## config.mk

```make
export PLATFORM = sky130hd
export DESIGN_NAME = safespi_frame_codec_crc8_top
export DESIGN_NICKNAME = d
export VERILOG_FILES = /design/src/sfc_pkg.sv /design/src/sfc_codec.sv /design/src/safespi_frame_codec_crc8_top.sv
export SDC_FILE = /design/constraint.sdc
export NUM_CORES = 1
export LEC_CHECK = 0
export CORE_MARGIN = 10
export CORE_UTILIZATION = 35
export DETAILED_ROUTE_END_ITERATION = 6
export DONT_BUFFER_PORTS = 1
export GPL_TIMING_DRIVEN = 0
export SLEW_MARGIN = 25
export SYNTH_ARGS = -nofsm -noshare
export SYNTH_HDL_FRONTEND = slang
export SYNTH_SLANG_ARGS = --single-unit
export TNS_END_PERCENT = 100
```

## constraint.sdc

```tcl
create_clock -name clk -period 4.3 [get_ports clk]
set_input_delay 0.86 -clock clk [delete_from_list [all_inputs] [get_ports clk]]
set_output_delay 0.86 -clock clk [all_outputs]
set_load 0.01 [all_outputs]
```

## src/sfc_pkg.sv

```systemverilog
// ----------------------------------------------------------------------------
// SafeSPI frame codec package
// Frame layout constants, opcodes, result struct and the CRC-8 helpers.
// ----------------------------------------------------------------------------
package sfc_pkg;

  localparam int FRAME_W  = 48;
  localparam int CRC_W    = 8;
  localparam int CRC_BITS = FRAME_W - CRC_W;
  localparam int ADDR_LSB = 38;
  localparam int RW_BIT   = 37;
  localparam int FT_BIT   = 35;
  localparam int DATA_LSB = 8;

  localparam logic [CRC_W-1:0] CRC_POLY = 8'h2F;
  localparam logic [CRC_W-1:0] CRC_INIT = 8'hFF;

  typedef enum logic [1:0] {
    OP_READ  = 2'd0,
    OP_WRITE = 2'd1,
    OP_CHECK = 2'd2
  } opcode_t;

  // One result beat as it leaves the codec.
  typedef struct packed {
    logic [FRAME_W-1:0] frame;
    logic [CRC_W-1:0]   crc;
    logic               crc_ok;
    logic [15:0]        data_word;
    logic [19:0]        data_signed;
  } result_t;

  typedef logic [CRC_BITS-1:0][CRC_W-1:0] crc_col_t;

  // Bit-serial CRC, MSB first; only used to derive constants at elaboration.
  function automatic logic [CRC_W-1:0] crc_serial(logic [CRC_W-1:0] init,
                                                  logic [FRAME_W-1:0] bits);
    logic [CRC_W-1:0] r;
    r = init;
    for (int p = FRAME_W - 1; p >= 0; p--) begin
      if (r[CRC_W-1]) begin
        r = {r[CRC_W-2:0], 1'b0} ^ CRC_POLY ^ {{(CRC_W-1){1'b0}}, bits[p]};
      end else begin
        r = {r[CRC_W-2:0], bits[p]};
      end
    end
    return r;
  endfunction

  // Contribution of each data bit (frame bit i + 8) with a zero start value.
  function automatic crc_col_t build_cols();
    crc_col_t cols;
    for (int i = 0; i < CRC_BITS; i++) begin
      cols[i] = crc_serial({CRC_W{1'b0}}, {{(FRAME_W-1){1'b0}}, 1'b1} << (i + CRC_W));
    end
    return cols;
  endfunction

  localparam logic [CRC_W-1:0] CRC_BASE = crc_serial(CRC_INIT, {FRAME_W{1'b0}});
  localparam crc_col_t         CRC_COL  = build_cols();

  // The CRC is linear, so it is the start term XOR the columns of the set bits.
  function automatic logic [CRC_W-1:0] crc8_calc(logic [CRC_BITS-1:0] d);
    logic [CRC_W-1:0] acc;
    acc = CRC_BASE;
    for (int i = 0; i < CRC_BITS; i++) begin
      if (d[i]) begin
        acc = acc ^ CRC_COL[i];
      end
    end
    return acc;
  endfunction

endpackage

```

## src/sfc_codec.sv

```systemverilog
// ----------------------------------------------------------------------------
// SafeSPI frame codec datapath
// Builds read and write command frames or checks a response frame.
// ----------------------------------------------------------------------------
module sfc_codec (
  input  logic [1:0]                  opcode,
  input  logic [7:0]                  reg_address,
  input  logic [15:0]                 write_data,
  input  logic [sfc_pkg::FRAME_W-1:0] response_frame,
  output sfc_pkg::result_t            result
);

  logic [sfc_pkg::FRAME_W-1:0] head;
  logic [sfc_pkg::CRC_W-1:0]   crc;
  logic [sfc_pkg::FRAME_W-1:0] frame;
  logic                        is_check;

  // Assemble the frame bits above the CRC byte.
  always_comb begin
    head     = '0;
    is_check = 1'b0;
    unique case (opcode)
      sfc_pkg::OP_READ: begin
        head[sfc_pkg::ADDR_LSB +: 8] = reg_address;
        head[sfc_pkg::FT_BIT]        = 1'b1;
      end
      sfc_pkg::OP_WRITE: begin
        head[sfc_pkg::ADDR_LSB +: 8]  = reg_address;
        head[sfc_pkg::FT_BIT]         = 1'b1;
        head[sfc_pkg::RW_BIT]         = 1'b1;
        head[sfc_pkg::DATA_LSB +: 16] = write_data;
      end
      default: begin
        // Response check; the unused opcode is treated the same way.
        head     = response_frame;
        is_check = 1'b1;
      end
    endcase
  end

  // One CRC serves both paths: built frames carry it, responses compare with it.
  assign crc   = sfc_pkg::crc8_calc(head[sfc_pkg::FRAME_W-1:sfc_pkg::CRC_W]);
  assign frame = {head[sfc_pkg::FRAME_W-1:sfc_pkg::CRC_W],
                  is_check ? head[sfc_pkg::CRC_W-1:0] : crc};

  assign result.frame       = frame;
  assign result.crc         = crc;
  assign result.crc_ok      = (frame[sfc_pkg::CRC_W-1:0] == crc);
  assign result.data_word   = frame[sfc_pkg::DATA_LSB +: 16];
  assign result.data_signed = frame[sfc_pkg::DATA_LSB +: 20];

endmodule

```

## src/safespi_frame_codec_crc8_top.sv

```systemverilog
// ----------------------------------------------------------------------------
// SafeSPI 48-bit frame codec with CRC-8
// Two-stage pipeline around a single-pass frame build and CRC check.
// ----------------------------------------------------------------------------
//  Channel  Direction  Handshake            Payload
//  in_      input      in_valid/in_ready    opcode, reg_address, write_data,
//                                           response_frame
//  out_     output     out_valid/out_ready  frame_out, crc_value, crc_ok,
//                                           data_word, data_signed
//
// One beat is accepted every cycle while the output is not stalled; a result
// passes through the input register and then the result register.
// The CRC is an XOR tree between those registers.
// Reset (synchronous, active low) clears only the two valid flags.
// A stalled output holds its beat and the input register refills behind it.
module safespi_frame_codec_crc8_top (
  input  logic                        clk,
  input  logic                        rst_n,
  input  logic                        in_valid,
  output logic                        in_ready,
  input  logic [1:0]                  in_opcode,
  input  logic [7:0]                  in_reg_address,
  input  logic [15:0]                 in_write_data,
  input  logic [sfc_pkg::FRAME_W-1:0] in_response_frame,
  output logic                        out_valid,
  input  logic                        out_ready,
  output logic [sfc_pkg::FRAME_W-1:0] out_frame_out,
  output logic [sfc_pkg::CRC_W-1:0]   out_crc_value,
  output logic                        out_crc_ok,
  output logic [15:0]                 out_data_word,
  output logic signed [19:0]          out_data_signed
);

  logic                        s1_valid_r, s1_valid_nxt;
  logic [1:0]                  s1_opcode_r;
  logic [7:0]                  s1_addr_r;
  logic [15:0]                 s1_wdata_r;
  logic [sfc_pkg::FRAME_W-1:0] s1_resp_r;
  logic                        out_valid_r, out_valid_nxt;
  sfc_pkg::result_t            out_res_r;
  sfc_pkg::result_t            codec_res;
  logic                        out_adv;

  // Pipeline flow: the result register moves when empty or taken.
  assign out_adv  = !out_valid_r || out_ready;
  assign in_ready = !s1_valid_r || out_adv;

  always_comb begin
    s1_valid_nxt  = s1_valid_r;
    out_valid_nxt = out_valid_r;
    if (in_ready) begin
      s1_valid_nxt = in_valid;
    end
    if (out_adv) begin
      out_valid_nxt = s1_valid_r;
    end
  end

  always_ff @(posedge clk) begin
    if (!rst_n) begin
      s1_valid_r  <= 1'b0;
      out_valid_r <= 1'b0;
    end else begin
      s1_valid_r  <= s1_valid_nxt;
      out_valid_r <= out_valid_nxt;
    end
  end

  // Input register captures an accepted beat.
  always_ff @(posedge clk) begin
    if (in_valid && in_ready) begin
      s1_opcode_r <= in_opcode;
      s1_addr_r   <= in_reg_address;
      s1_wdata_r  <= in_write_data;
      s1_resp_r   <= in_response_frame;
    end
  end

  sfc_codec u_codec (
    .opcode         (s1_opcode_r),
    .reg_address    (s1_addr_r),
    .write_data     (s1_wdata_r),
    .response_frame (s1_resp_r),
    .result         (codec_res)
  );

  // Result register loads when the held beat moves on.
  always_ff @(posedge clk) begin
    if (out_adv && s1_valid_r) begin
      out_res_r <= codec_res;
    end
  end

  assign out_valid       = out_valid_r;
  assign out_frame_out   = out_res_r.frame;
  assign out_crc_value   = out_res_r.crc;
  assign out_crc_ok      = out_res_r.crc_ok;
  assign out_data_word   = out_res_r.data_word;
  assign out_data_signed = out_res_r.data_signed;

endmodule

```

======== After elaboration in Yosys (flattened, before gate mapping) ========
Cells that the tools add are included.
storage, ports and cells
  register bits after elaboration ......... 169
  output and inout port bits .............. 95
  logic and storage cells ................. 108
cells by class
  equality and inequality tests ........... 2
  multiplexer cells ....................... 48
  bitwise logic cells ..................... 39
  reduce and logical (&&, ||, !) cells .... 8
operators by type and width
  kind                  count
  $mux W8               25
  $not A5 Y5            19
  $mux W7               8
  $not A3 Y3            15
  $pmux W16 S2          1
  $mux W6               5
  $not A7 Y7            4
  $mux W11              1
  $mux W5               2
  $eq A8 B8 Y1          1
  $not A4 Y5            1
  $mux W4               1
  $mux W3               1
  $eq A2 B1 Y1 const B  1
  $logic_and A1 B1 Y1   2
  $logic_not A1 Y1      2
  $logic_not A2 Y1      1
  $logic_or A1 B1 Y1    2
  $mux W1               2
  $mux W2               1
  $pmux W1 S2           1
  $reduce_or A2 Y1      1

======== Logic depth before layout (Yosys ltp) ========
  depth after elaboration ................. 83
  mapped depth ............................ 9
  mapped depth without buffers ............ 7

======== By module ========
Synthesis repeated with hierarchy kept, for this count alone.
second synthesis, totals
  cells, all modules ...................... 449
  area, all modules ....................... 7495.9 um^2
modules (own cells, without submodules)
  module                        instances  cells an instance  area an instance (um^2)  sequential area each (um^2)
  safespi_frame_codec_crc8_top  1          176                5118.7                   5054.8
  sfc_codec                     1          273                2377.3                   0.0

======== Least setup slack after synthesis ========
OpenSTA, ideal clock, no wires.
  kind .................................... input -> register
  start ................................... in out_ready
  end ..................................... reg out_res_r, in the netlist out_crc_ok (enable)
  library setup time ...................... 479 ps
  arrival ................................. 3478 ps
  slack ................................... 343 ps
  stages .................................. 2
  cell sequence ........................... nor2b_1 > nor2b_1
on the way
  longest elaborated chain between the ends .. 2
ends and longest elaborated chain
  what                  line                                RTL
  start, declared       safespi_frame_codec_crc8_top.sv:26  input logic out_ready,
  $logic_or A1 B1 Y1    safespi_frame_codec_crc8_top.sv:45  assign out_adv = !out_valid_r || out_ready;
  $logic_and A1 B1 Y1   safespi_frame_codec_crc8_top.sv:89  if (out_adv && s1_valid_r) begin
  end signal, assigned  safespi_frame_codec_crc8_top.sv:90  out_res_r <= codec_res;
  end, declared         safespi_frame_codec_crc8_top.sv:40  sfc_pkg::result_t out_res_r;
Every way passes these cells.
A chain may end at the register's enable or synchronous reset.

==> summary.md <==
| Metric | Value |
|---|---|
| Post-DP HPWL | `13,500 um` |
| P_leak | `2.92 nW` |
| Setup crit start | `s1_opcode_r[1]$_DFFE_PP_` |
| Count leader, synth | `edfxtp_1` |
| Top cell type's share of synthesized area | `0.592` |
| Row cnt | `50` |
| Flop-to-flop setup slack | `1.01 ns` |
| Worst Hold Class | `primary input to register` |
| Reg power frac | `0.419` |
| Ys async rst share | `0` |
| Reg2reg start | `s1_opcode_r[1]$_DFFE_PP_` |
| Share of layout cells above drive strength 1 | `0.201` |
| Worst min-delay path endpoint | `s1_resp_r[30]$_DFFE_PP_` |
| Peak Freq | `0.304 GHz` |
| Slew @ Worst Pin | `0.852 ns` |
| Max cap viols | `0` |
| CTS tree | `done` |
| Worst Path Max Fanout | `10` |
| Final Cycle Share | `0.764` |
| Avg Cell Area, Syn | `15.7 um^2` |
| Synth top area cells | `edfxtp_1 (59%), xnor2_1 (7.1%), xnor3_1 (6.1%)` |
| Sequential area share after synthesis | `0.598` |
| Detail Route Antenna Nets | `0` |
| Worst hold path depth | `0` |
| Post-CTS setup buffers | `0` |
| Hold Startpoint | `in_response_frame[30]` |
| Synthesized Nets | `502` |
| Clock latency on the worst-skew pair | `0.42 ns` |
| Pwr dens | `531 mW/mm^2` |
| Worst R2R Path Depth | `8` |
| Skew final | `0.00852 ns` |
| Worst-path clk slew | `0.06 ns` |
| Clk sinks | `133` |
| EDFF count, synth | `131` |
| Setup Crit Path Kind | `register to register` |
| Reg-to-Reg End | `out_frame_out[6]$_DFFE_PP_` |
| Max Slew Vio Count | `0` |
| Port Buffers | `0` |
| Post-synth cell types | `37` |
| Starting density of the core | `0.355` |
| Ys flop type | `edfxtp_1` |
| Root buffer cell | `clkbuf_16` |
| H-tree depth | `4` |
| VDD IR-drop max | `0.298 mV` |
| Total track usage | `0.141` |
| Wire length of the first global-routing pass | `25,100 um` |
| Initial antenna violation count | `2` |
| Crit path time final | `3.29 ns` |
| Gp weighted congestion | `0.871` |
| CP startpoint kind | `register` |
| Post-synthesis cell count | `424` |
| Worst slack at placement | `1.05 ns` |
| Final Hold Viols | `0` |
| Via count | `3,424` |
| # setup viols final | `0` |
| Sw frac | `0.253` |
| Die Y | `158 um` |
| Largest net degree at the start of global routing | `43` |
| Met2 usage | `0.234` |
| M3 GR Usage | `0.0488` |
| YS warnings | `0` |
| Synthesized area | `0.00665 mm^2` |
| Top cell type by total area after synthesis | `edfxtp_1` |
| Total CTS buffers | `17` |
| Sw Pwr | `1.02 mW` |
| Vias in the first global route | `3,759` |
| WP data arrival | `3.46 ns` |
| Clk pwr share | `0.365` |
| Pint | `3.02 mW` |
| Hold_buf cts | `0` |
| Die area | `0.0249 mm^2` |
| Util after Layout | `0.407` |
| Io pins | `173` |
| Cts repair resizes | `0` |
| Drt drc | `0` |
| Total congestion overflow | `0` |
| Outcome | `finished clean` |
| Data required, critical path | `4.47 ns` |
| Crit. End Element | `register` |
| Most used routing layer | `met2` |
| Final wirelength | `17,600 um` |
| Post-synthesis register bit count | `133` |
| Final hold slack | `0.532 ns` |
| Drt first pass iters | `4` |
| Synth cell count leaders | `edfxtp_1 (131), xnor2_1 (54), buf_4 (36)` |
| Die Wd | `158 um` |
| Core area | `0.0187 mm^2` |
| Comb power frac | `0.216` |
| RSZ-0062 raised after global routing | `no` |
| Initial DRC Count | `243` |
| Area Growth Syn to Fin | `14.6%` |
| Grt met1 use | `0.166` |
| Final net count | `524` |
| Max_slew headroom | `0.425` |
| Final WS setup | `1.01 ns` |
| Clk buf depth | `2` |
| Drt wl/cell | `25.3 um` |
| Vias/cell | `4.93` |
[worst max path at each step]
stage / to / slack [ns] / cells after the start
6_report: out_frame_out[6]$_DFFE_PP_ / 1.01 / 8
5_1_grt: out_crc_ok$_DFFE_PP_ / 0.85 / 8
4_1_cts: out_frame_out[6]$_DFFE_PP_ / 1.02 / 8
3_5_place_dp: out_frame_out[6]$_DFFE_PP_ / 1.05 / 8
3_3_place_gp: out_frame_out[29]$_DFFE_PP_ / -1.24 / 2
2_1_floorplan: out_crc_ok$_DFFE_PP_ / 0.34 / 2
[kinds of logic (layout without fill, tap and decap cells)]
| family | Yosys count | in the layout | share of synthesized area |
|---|---|---|---|
| multiplexers | 21 | 21 | 0.0341 |
| flip-flops | 133 | 133 | 0.598 |
| other | 0 | 2 | 0 |
| AND/OR/NAND/NOR | 60 | 60 | 0.0448 |
| XOR/XNOR | 117 | 117 | 0.228 |
| buffers and inverters | 51 | 85 | 0.0503 |
| AO/OA/AOI/OAI | 42 | 42 | 0.0452 |
[flip-flops by register name, summed over array words and instances (netlist names)]
name / count
s1_valid_r: 1
out_valid: 1
s1_addr_r: 8
out_crc_ok: 1
out_crc_value: 8
out_frame_out: 48
s1_wdata_r: 16
s1_opcode_r: 2
s1_resp_r: 48
[per-stage QoR]
step,std cells,TNS [ns],area [um^2],total power [mW]
after CTS,692,0,7610,4.10
after global placement,658,-70.43,6940,2.59
after detailed placement,661,0,7020,2.60
after global routing,693,0,7610,4.23
after floorplan,424,0,6650,2.40
final,694,0,7620,4.05
[layout make-up]
class / instances / area [um^2]
Multi-Input combinational cell: 240 / 2350
Timing Repair Buffer: 3 / 67.6
Inverter: 1 / 3.75
Clock inverter: 13 / 164
Sequential cell: 133 / 3970
Clock buffer: 18 / 429
Buffer: 50 / 330
Tap cell: 234 / 293
Antenna cell: 2 / 5.00
Fill cell: 1727 / 11100
[worst max-delay path: stages (launching register included)]
cell	delay (ns)
edfxtp_1	0.52
inv_2	0.15
clkbuf_1	0.46
buf_1	0.67
o22ai_1	0.25
xnor2_1	0.21
xnor3_1	0.30
xnor2_1	0.20
mux2_2	0.29
[routing by layer]
layer	wire length, um	share of wire
met2	8860	0.50
met1	6980	0.40
met5	0	0
met4	267	0.015
met3	1460	0.083
[placed cells by master, fill, tap and decap left out, types with 2 or more instances in the layout]
cell type,synthesis,routed
dfxtp_1,2,2
a21oi_1,8,8
mux2i_1,8,8
buf_4,36,36
xnor3_1,18,18
xor3_1,14,14
a21o_1,2,2
buf_1,3,3
clkinv_2,0,2
nor2_1,5,5
o22ai_1,4,4
and2_1,15,14
bufinv_16,0,4
clkinv_1,0,5
diode_2,0,2
xnor2_1,54,54
buf_12,0,2
a22oi_1,6,6
xor2_1,29,29
nand2_1,27,27
nor2b_1,7,6
mux2_2,13,13
nand2b_1,2,2
edfxtp_1,131,131
buf_2,6,6
o21ai_0,9,9
clkinvlp_4,0,2
a22o_1,6,6
clkbuf_16,0,17
clkbuf_1,5,6
[power by group through the flow]
stage | combinational, mW | sequential, mW | clock (mW)
CTS | 0.888 | 1.70 | 1.51
global placement | 0.860 | 1.73 | 0
global route | 0.943 | 1.71 | 1.58
floorplan | 0.708 | 1.69 | 0
detailed placement | 0.879 | 1.72 | 0
finish | 0.873 | 1.70 | 1.48
Power figures use the tool's default switching activity.
